===== config.mk =====
export PLATFORM = sky130hd
export DESIGN_NAME = biquad_df2_filter
export DESIGN_NICKNAME = d
export VERILOG_FILES = /design/src/sv/bdf_pkg.sv /design/src/sv/bdf_ucode_rom.sv /design/src/sv/bdf_sequencer.sv /design/src/sv/bdf_datapath.sv /design/src/sv/biquad_df2_filter.sv
export SDC_FILE = /design/constraint.sdc
export NUM_CORES = 2
export LEC_CHECK = 0
export BUFFER_PORTS_ARGS = -buffer_cell sky130_fd_sc_hd__buf_2
export CAP_MARGIN = 0
export CORE_MARGIN = 8
export CORE_UTILIZATION = 30
export CTS_BUF_LIST = sky130_fd_sc_hd__clkbuf_2
export DETAILED_ROUTE_END_ITERATION = 16
export GPL_TIMING_DRIVEN = 0
export PLACE_DENSITY = 0.42
export REMOVE_ABC_BUFFERS = 1
export SLEW_MARGIN = 20
export SYNTH_ARGS = -nofsm -noshare
export SYNTH_HDL_FRONTEND = slang
export SYNTH_SLANG_ARGS = --single-unit
export TNS_END_PERCENT = 20

===== constraint.sdc =====
create_clock -name clk -period 11.1 [get_ports clk]
set_input_delay 2.775 -clock clk [delete_from_list [all_inputs] [get_ports clk]]
set_output_delay 2.775 -clock clk [all_outputs]
set_load 0.02 [all_outputs]

===== src/sv/bdf_pkg.sv =====
`timescale 1ns / 1ps
// ----------------------------------------------------------------------------
// bdf_pkg
// Shared types and constants of the direct form II biquad: coefficient
// layout, control word of the microcode store and the datapath command.
// ----------------------------------------------------------------------------
package bdf_pkg;

  localparam int SAMPLE_BITS_DEF    = 24;
  localparam int COEF_FRAC_BITS_DEF = 28;

  localparam int COEF_W      = 32;
  localparam int DELAY_W     = 32;
  localparam int COEF_COUNT  = 5;
  localparam int CFG_IDX_W   = 3;
  // A 64-bit product plus two bits of growth for a sum of three.
  localparam int PROD_W      = COEF_W + DELAY_W;
  localparam int ACC_W       = PROD_W + 2;

  localparam int PROG_LEN    = 8;
  localparam int STEP_W      = 3;

  typedef logic signed [COEF_W-1:0]  coef_t;
  typedef logic signed [DELAY_W-1:0] delay_t;
  typedef logic [STEP_W-1:0]         step_t;

  // Coefficient selector; the values double as configuration register indexes.
  typedef enum logic [CFG_IDX_W-1:0] {
    COEF_B0 = 3'd0,
    COEF_B1 = 3'd1,
    COEF_B2 = 3'd2,
    COEF_A1 = 3'd3,
    COEF_A2 = 3'd4
  } coef_sel_t;

  typedef enum logic [1:0] {
    DATA_D1,
    DATA_D2,
    DATA_T
  } data_sel_t;

  typedef enum logic [1:0] {
    ACC_HOLD,
    ACC_LOAD,
    ACC_ADD
  } acc_op_t;

  typedef enum logic [1:0] {
    COND_ALWAYS,
    COND_IN,
    COND_OUT
  } cond_t;

  typedef struct packed {
    coef_sel_t coef_sel;
    data_sel_t data_sel;
    acc_op_t   acc_op;
    logic      calc_t;
    cond_t     cond;
    step_t     target;
  } ctrl_word_t;

  typedef struct packed {
    coef_sel_t coef_sel;
    data_sel_t data_sel;
    acc_op_t   acc_op;
    logic      calc_t;
    logic      load;
    logic      retire;
  } dp_cmd_t;

endpackage


===== src/sv/bdf_ucode_rom.sv =====
`timescale 1ns / 1ps
// ----------------------------------------------------------------------------
// bdf_ucode_rom
// Read-only control store holding the eight-step filter program.
// ----------------------------------------------------------------------------
module bdf_ucode_rom (
  input  bdf_pkg::step_t      step,
  output bdf_pkg::ctrl_word_t ctrl
);

  // The product register sits between the multiplier and the accumulator, so
  // each accumulate uses the product chosen in the step before.
  localparam bdf_pkg::ctrl_word_t PROGRAM [bdf_pkg::PROG_LEN] = '{
    '{bdf_pkg::COEF_B0, bdf_pkg::DATA_D1, bdf_pkg::ACC_HOLD, 1'b0,
      bdf_pkg::COND_IN,     bdf_pkg::step_t'(1)},
    '{bdf_pkg::COEF_A1, bdf_pkg::DATA_D1, bdf_pkg::ACC_HOLD, 1'b0,
      bdf_pkg::COND_ALWAYS, bdf_pkg::step_t'(2)},
    '{bdf_pkg::COEF_A2, bdf_pkg::DATA_D2, bdf_pkg::ACC_LOAD, 1'b0,
      bdf_pkg::COND_ALWAYS, bdf_pkg::step_t'(3)},
    '{bdf_pkg::COEF_B1, bdf_pkg::DATA_D1, bdf_pkg::ACC_ADD,  1'b0,
      bdf_pkg::COND_ALWAYS, bdf_pkg::step_t'(4)},
    '{bdf_pkg::COEF_B2, bdf_pkg::DATA_D2, bdf_pkg::ACC_LOAD, 1'b1,
      bdf_pkg::COND_ALWAYS, bdf_pkg::step_t'(5)},
    '{bdf_pkg::COEF_B0, bdf_pkg::DATA_T,  bdf_pkg::ACC_ADD,  1'b0,
      bdf_pkg::COND_ALWAYS, bdf_pkg::step_t'(6)},
    '{bdf_pkg::COEF_B0, bdf_pkg::DATA_T,  bdf_pkg::ACC_ADD,  1'b0,
      bdf_pkg::COND_ALWAYS, bdf_pkg::step_t'(7)},
    '{bdf_pkg::COEF_B0, bdf_pkg::DATA_D1, bdf_pkg::ACC_HOLD, 1'b0,
      bdf_pkg::COND_OUT,    bdf_pkg::step_t'(0)}
  };

  assign ctrl = PROGRAM[step];

endmodule


===== src/sv/bdf_sequencer.sv =====
`timescale 1ns / 1ps
// ----------------------------------------------------------------------------
// bdf_sequencer
// Step counter of the microcode program with its conditional jumps.
// ----------------------------------------------------------------------------
module bdf_sequencer (
  input  logic             clk,
  input  logic             rst,
  input  logic             in_valid,
  input  logic             out_valid,
  input  logic             out_stall,
  output logic             in_stall,
  output bdf_pkg::dp_cmd_t cmd
);

  bdf_pkg::step_t      step;
  bdf_pkg::ctrl_word_t ctrl;
  logic                go;

  bdf_ucode_rom u_rom (
    .step (step),
    .ctrl (ctrl)
  );

  always_comb begin
    case (ctrl.cond)
      bdf_pkg::COND_ALWAYS: go = 1'b1;
      bdf_pkg::COND_IN:     go = in_valid;
      bdf_pkg::COND_OUT:    go = !out_valid || !out_stall;
      default:              go = 1'b0;
    endcase
  end

  assign in_stall = rst || (ctrl.cond != bdf_pkg::COND_IN);

  always_comb begin
    cmd.coef_sel = ctrl.coef_sel;
    cmd.data_sel = ctrl.data_sel;
    cmd.acc_op   = ctrl.acc_op;
    cmd.calc_t   = ctrl.calc_t;
    cmd.load     = in_valid && !in_stall;
    cmd.retire   = !rst && go && (ctrl.cond == bdf_pkg::COND_OUT);
  end

  always_ff @(posedge clk) begin
    if (rst) begin
      step <= '0;
    end else if (go) begin
      step <= ctrl.target;
    end
  end

endmodule


===== src/sv/bdf_datapath.sv =====
`timescale 1ns / 1ps
// ----------------------------------------------------------------------------
// bdf_datapath
// Shared multiplier, product register, accumulator with rounding and
// saturation, and the two delay registers.
// ----------------------------------------------------------------------------
module bdf_datapath #(
  parameter int SAMPLE_BITS    = bdf_pkg::SAMPLE_BITS_DEF,
  parameter int COEF_FRAC_BITS = bdf_pkg::COEF_FRAC_BITS_DEF
) (
  input  logic                          clk,
  input  logic                          rst,
  input  bdf_pkg::dp_cmd_t              cmd,
  input  bdf_pkg::coef_t                coefs [bdf_pkg::COEF_COUNT],
  input  logic signed [SAMPLE_BITS-1:0] sample_in,
  input  logic                          clear_first,
  output logic signed [SAMPLE_BITS-1:0] y
);

  localparam int ACC_W = bdf_pkg::ACC_W;
  localparam logic signed [ACC_W-1:0] HALF = ACC_W'(1) << (COEF_FRAC_BITS - 1);
  localparam logic signed [ACC_W-1:0] SMAX =
    {{(ACC_W - SAMPLE_BITS + 1){1'b0}}, {(SAMPLE_BITS - 1){1'b1}}};
  localparam logic signed [ACC_W-1:0] SMIN = ~SMAX;
  localparam logic signed [ACC_W-1:0] DMAX =
    {{(ACC_W - bdf_pkg::DELAY_W + 1){1'b0}}, {(bdf_pkg::DELAY_W - 1){1'b1}}};
  localparam logic signed [ACC_W-1:0] DMIN = ~DMAX;

  logic signed [SAMPLE_BITS-1:0]    x;
  bdf_pkg::delay_t                  d1;
  bdf_pkg::delay_t                  d2;
  bdf_pkg::delay_t                  t;
  logic signed [bdf_pkg::PROD_W-1:0] prod;
  logic signed [ACC_W-1:0]          acc;

  bdf_pkg::coef_t                   mul_a;
  bdf_pkg::delay_t                  mul_b;
  logic signed [ACC_W-1:0]          prod_ext;
  logic signed [ACC_W-1:0]          acc_half;
  logic signed [ACC_W-1:0]          rnd;
  logic signed [ACC_W-1:0]          x_ext;
  logic signed [ACC_W-1:0]          t_wide;
  bdf_pkg::delay_t                  t_sat;

  always_comb begin
    mul_a = coefs[cmd.coef_sel];
    case (cmd.data_sel)
      bdf_pkg::DATA_D1: mul_b = d1;
      bdf_pkg::DATA_D2: mul_b = d2;
      bdf_pkg::DATA_T:  mul_b = t;
      default:          mul_b = d1;
    endcase
  end

  // Round half up: add half an LSB of the result, then floor by shifting.
  always_comb begin
    prod_ext = {{(ACC_W - bdf_pkg::PROD_W){prod[bdf_pkg::PROD_W-1]}}, prod};
    acc_half = acc + HALF;
    rnd      = acc_half >>> COEF_FRAC_BITS;
    x_ext    = {{(ACC_W - SAMPLE_BITS){x[SAMPLE_BITS-1]}}, x};
    t_wide   = x_ext - rnd;
    if (t_wide > DMAX) begin
      t_sat = t_wide[bdf_pkg::DELAY_W-1:0] ^ t_wide[bdf_pkg::DELAY_W-1:0]
              ^ DMAX[bdf_pkg::DELAY_W-1:0];
    end else if (t_wide < DMIN) begin
      t_sat = DMIN[bdf_pkg::DELAY_W-1:0];
    end else begin
      t_sat = t_wide[bdf_pkg::DELAY_W-1:0];
    end
    if (rnd > SMAX) begin
      y = SMAX[SAMPLE_BITS-1:0];
    end else if (rnd < SMIN) begin
      y = SMIN[SAMPLE_BITS-1:0];
    end else begin
      y = rnd[SAMPLE_BITS-1:0];
    end
  end

  always_ff @(posedge clk) begin
    prod <= mul_a * mul_b;
    case (cmd.acc_op)
      bdf_pkg::ACC_LOAD: acc <= prod_ext;
      bdf_pkg::ACC_ADD:  acc <= acc + prod_ext;
      default:           acc <= acc;
    endcase
    if (cmd.calc_t) begin
      t <= t_sat;
    end
    if (cmd.load) begin
      x <= sample_in;
    end
  end

  always_ff @(posedge clk) begin
    if (rst) begin
      d1 <= '0;
      d2 <= '0;
    end else if (cmd.load && clear_first) begin
      d1 <= '0;
      d2 <= '0;
    end else if (cmd.retire) begin
      d2 <= d1;
      d1 <= t;
    end
  end

endmodule


===== src/sv/biquad_df2_filter.sv =====
`timescale 1ns / 1ps
// ----------------------------------------------------------------------------
// biquad_df2_filter
// Second-order IIR section in direct form II with fixed-point arithmetic.
// ----------------------------------------------------------------------------
// Samples arrive on the input channel (in_valid, in_stall, sample_in,
// clear_first) and filtered samples leave on the output channel (out_valid,
// out_stall, sample_out). A transaction completes on a rising edge with
// valid high and stall low.
// A small microcode program drives one shared 32 x 32 multiplier: five
// products per sample, an accept step, one step for the last product to
// reach the accumulator and a retire step, eight steps in all. The result is
// written to the output register at the retire step, and no new sample is
// accepted until the program has returned to its accept step.
// The output register lets the next sample be accepted while a result still
// waits; if the receiver stalls longer, the program holds at its retire step
// and the input stays stalled until the output register frees up.
// The user must write coefficients (cfg_we, cfg_index, cfg_data) only while
// the filter is idle, not enforced by the block; indexes above 4 are ignored.
// Reset zeroes both delays, sets b0 to unity and the other coefficients to
// zero, and empties the output register.
// ----------------------------------------------------------------------------
module biquad_df2_filter #(
  parameter int SAMPLE_BITS    = bdf_pkg::SAMPLE_BITS_DEF,
  parameter int COEF_FRAC_BITS = bdf_pkg::COEF_FRAC_BITS_DEF
) (
  input  logic                                clk,
  input  logic                                rst,
  input  logic                                in_valid,
  output logic                                in_stall,
  input  logic signed [SAMPLE_BITS-1:0]       sample_in,
  input  logic                                clear_first,
  output logic                                out_valid,
  input  logic                                out_stall,
  output logic signed [SAMPLE_BITS-1:0]       sample_out,
  input  logic                                cfg_we,
  input  logic [bdf_pkg::CFG_IDX_W-1:0]       cfg_index,
  input  logic [bdf_pkg::COEF_W-1:0]          cfg_data
);

  localparam bdf_pkg::coef_t B0_RESET = bdf_pkg::coef_t'(1) << COEF_FRAC_BITS;

  bdf_pkg::coef_t                coefs [bdf_pkg::COEF_COUNT];
  bdf_pkg::dp_cmd_t              cmd;
  logic signed [SAMPLE_BITS-1:0] y;

  always_ff @(posedge clk) begin
    if (rst) begin
      coefs[bdf_pkg::COEF_B0] <= B0_RESET;
      coefs[bdf_pkg::COEF_B1] <= '0;
      coefs[bdf_pkg::COEF_B2] <= '0;
      coefs[bdf_pkg::COEF_A1] <= '0;
      coefs[bdf_pkg::COEF_A2] <= '0;
    end else if (cfg_we && (cfg_index < bdf_pkg::CFG_IDX_W'(bdf_pkg::COEF_COUNT))) begin
      coefs[cfg_index] <= cfg_data;
    end
  end

  bdf_sequencer u_seq (
    .clk       (clk),
    .rst       (rst),
    .in_valid  (in_valid),
    .out_valid (out_valid),
    .out_stall (out_stall),
    .in_stall  (in_stall),
    .cmd       (cmd)
  );

  bdf_datapath #(
    .SAMPLE_BITS    (SAMPLE_BITS),
    .COEF_FRAC_BITS (COEF_FRAC_BITS)
  ) u_dp (
    .clk         (clk),
    .rst         (rst),
    .cmd         (cmd),
    .coefs       (coefs),
    .sample_in   (sample_in),
    .clear_first (clear_first),
    .y           (y)
  );

  always_ff @(posedge clk) begin
    if (rst) begin
      out_valid <= 1'b0;
    end else if (cmd.retire) begin
      out_valid <= 1'b1;
    end else if (!out_stall) begin
      out_valid <= 1'b0;
    end
  end

  always_ff @(posedge clk) begin
    if (cmd.retire) begin
      sample_out <= y;
    end
  end

  // Only one sample is in flight, so an accepted transaction is always
  // followed by a stalled input.
  a_one_in_flight: assert property (@(posedge clk) disable iff (rst)
    (in_valid && !in_stall) |=> in_stall)
    else $error("input accepted while a sample is in flight");

  // A result must never overwrite one that the receiver has not taken.
  a_no_overwrite: assert property (@(posedge clk) disable iff (rst)
    (out_valid && out_stall) |-> !cmd.retire)
    else $error("result retired over a waiting output");

  a_retire_shows: assert property (@(posedge clk) disable iff (rst)
    cmd.retire |=> out_valid)
    else $error("retired result not presented");

  a_load_not_retire: assert property (@(posedge clk) disable iff (rst)
    cmd.load |-> !cmd.retire)
    else $error("accept and retire in the same step");

endmodule


==> run summary <==
status = completed
maximum VDD drop = 0.0922 mV
R2R Setup Slk = 0.45 ns
CTS tree = yes
antenna violations before repair = 12
cell family contributing the most delay on the critical path = adder cells
Core Rows = 162
CP Buf/Inv Count = 8
clk sinks = 438
Tcrit/Tclk final = 96.0%
pre-CTS WS = -1.65 ns
Die H = 458 um
Die W = 458 um
worst-skew pair later-pin latency = 1.60 ns
WS Path Type = reg -> reg
hold buffers post-CTS = 0
Final Hold Vio Count = 0
Iter 0 DRT Violations = 2768
fmax = 93.9 MHz
clk_skew = 0.175 ns
Crit Reg-Reg Endpoint = u_dp.prod[63]$_DFF_P_
H-tree depth = 4
reg2reg path depth = 35
first drt pass iteration count = 5
Reg-to-Reg Start = u_seq.step[1]$_SDFFE_PP0P_
Port Buffers = 90
EDFF count, synth = 146
Max Root-Sink Buffers = 3
Post-synth ARST share = 0%
critical path's slowest cell = fa_1
hold slack = 0.455 ns
count leader, synth = fa_1
minimum clock period = 10.65 ns
cell taking the most area after synthesis = fa_1
Pleak = 0.0299 uW
clk slew on worst S/H paths = 0.08 ns
Netlist cell types = 85
grt ovf = 0
GP Congestion = 0.849
PwrDens = 93.4 nW/um2
Worst Hold Depth = 2
Post-Synth Adder-Cell Area = 43.4%
Hold EP = coefs[64]$_SDFFE_PP0P_
vias in the first global route = 48200
Worst EP arrival = 12.01 ns
Syn Std Cell Area = 58500 um2
total core area = 194000 um2
Hold WC Path Type = reg -> reg
CTS Root Cell = clkbuf_2
Final Worst Setup Slack = 0.449 ns
crit path launch type = flip-flop
Crit path required time = 12.46 ns
drt drc = 0
synth top area cells = fa_1 (37%), dfxtp_1 (10%), edfxtp_1 (7.5%)
Vias per Instance = 4.94
Starting Density = 30.1%
total CTS buffers = 135
Detail Placement HPWL = 164000 um
CP max FO = 22
setup TNS = 0 ns
Final Non-Filler Cells = 9241
drt wl/cell = 21.9 um
share of layout cells above drive strength 1 = 11.6%
Seq cells post-synth = 438
Max-cap violations = 0
Crit. End Element = flip-flop
global-route wire length before repair = 305000 um
synth warn = 0
Slew HR = 23.4%
measured slew at the worst slew-check pin = 1.15 ns
critical path's largest stage delay = 0.60 ns
worst hold path startpoint = coefs[64]$_SDFFE_PP0P_
register area share after synthesis = 17.5%
largest net degree at the start of global routing = 93
vias = 45600
mux share of post-synthesis cell area = 2.32%
Yosys top cell area share = 37.1%
# IOs = 91
Synth Area in Simple Gates = 14.2%
setup violators final = 0
xor/xnor share of the synthesized area = 2.87%
Avg Cell Area, Syn = 9.01 um2
largest family of logic cells by synthesized area = adder cells
Cells after Synth = 6491
antenna-violating nets left = 0
Placed Cells = 8926
Synth top cells by count = fa_1 (1084), inv_1 (1068), nand2_1 (943)
Most common cell on crit path = fa_1
max-slew violations = 0
die area = 209000 um2
Post-Route WL = 202000 um
Primary FF master, synth = dfxtp_1
compound-gate portion of the synthesized area = 10.8%
Layout area overhead = 12.9%
GRT Total Usage = 19.0%
nets = 8030
-- timing repair --
item,CTS,global route
pin swaps,23,0
gates resized for setup,53,24
buffers inserted,52,14
endpoints found under the setup margin,18,8
-- state kept, by name, summed over array words and instances (netlist names), 3 cells and up --
signal,flops
coefs,160
sample_out,24
u_dp.acc,66
u_dp.d1,32
u_dp.d2,32
u_dp.prod,64
u_dp.t,32
u_dp.x,24
u_seq.step,3
-- worst reg2reg max path, delay by kind of cell, from the launching register on --
family	cells	cell delay [ns]
fa+ha+maj	10	5.09
compound gates	11	2.36
simple gates	5	1.34
buf+inv	8	1.16
flops	1	0.36
mux	1	0.16
-- cells by family (layout without fill, tap and decap cells) --
kind of cell | count (synthesis) | in the layout
multiplexers | 89 | 89
buffers and inverters | 1397 | 1589
XOR/XNOR | 192 | 192
AND/OR/NAND/NOR | 2007 | 2007
flip-flops | 438 | 438
adder cells (fa/ha/maj) | 1378 | 1378
other | 0 | 16
AO/OA/AOI/OAI | 990 | 990
-- where the power goes --
part	internal (uW)	leakage, uW	switching (uW)
Combinational	980	0.0253	1750
Sequential	1880	0.00371	130
Clock	615	0.000962	809
-- cell type report --
type,count,area (um2)
sequential,438,10200
fill,20100,128000
clock inverter,41,363
multi-input combinational,4656,44000
antenna,16,40.0
inverter,1070,4040
clock buffer,192,961
timing repair buffer,286,3230
tap,2542,3180
-- cell usage in the layout, fill, tap and decap left out, types with 31 or more instances in the layout --
master,count
and3_1,31
nand3_1,63
nor3_1,50
mux2_2,51
nor2_1,732
a22oi_1,33
xnor2_1,125
dfxtp_1,289
xor2_1,67
inv_1,1064
ha_1,291
a21oi_1,337
buf_4,70
buf_2,89
o22ai_1,52
nand2_1,939
buf_16,32
a21o_1,100
mux4_2,32
clkbuf_2,192
o21ai_0,120
buf_6,52
fa_1,1080
o21a_1,46
a22oi_2,32
edfxtp_1,146
-- metal layers --
layer	GRT usage, %	share of wire (%)	up-vias
li1	-	-	20800
met1	25.7	45	23600
met2	32.0	48	1028
met3	2.65	4.7	258
met4	5.14	2.7	2
met5	0	0.0045	-
-- stage by stage --
step / cell area [um2] / util [%] / total power, uW
floorplan: 57300 / - / 3560
CTS: 65800 / 33.8 / 6240
global route: 66000 / 34.0 / 6570
detailed placement: 63700 / 32.8 / 4690
global placement: 60900 / 31.3 / 4430
finish: 66000 / 34.0 / 6170
-- worst max-delay path by stage --
| stage | start | to | cells after the start |
|---|---|---|---|
| 4_1_cts | u_seq.step[0]$_SDFFE_PP0P_ | u_dp.prod[63]$_DFF_P_ | 38 |
| 3_5_place_dp | u_seq.step[2]$_SDFFE_PP0P_ | u_dp.prod[63]$_DFF_P_ | 34 |
| 3_3_place_gp | u_seq.step[0]$_SDFFE_PP0P_ | u_dp.prod[63]$_DFF_P_ | 28 |
| 2_1_floorplan | u_seq.step[0]$_SDFFE_PP0P_ | u_dp.prod[59]$_DFF_P_ | 28 |
| 5_1_grt | u_seq.step[1]$_SDFFE_PP0P_ | u_dp.prod[63]$_DFF_P_ | 35 |
| 6_report | u_seq.step[1]$_SDFFE_PP0P_ | u_dp.prod[63]$_DFF_P_ | 35 |
No activity file was read; power rests on OpenSTA's default activity.
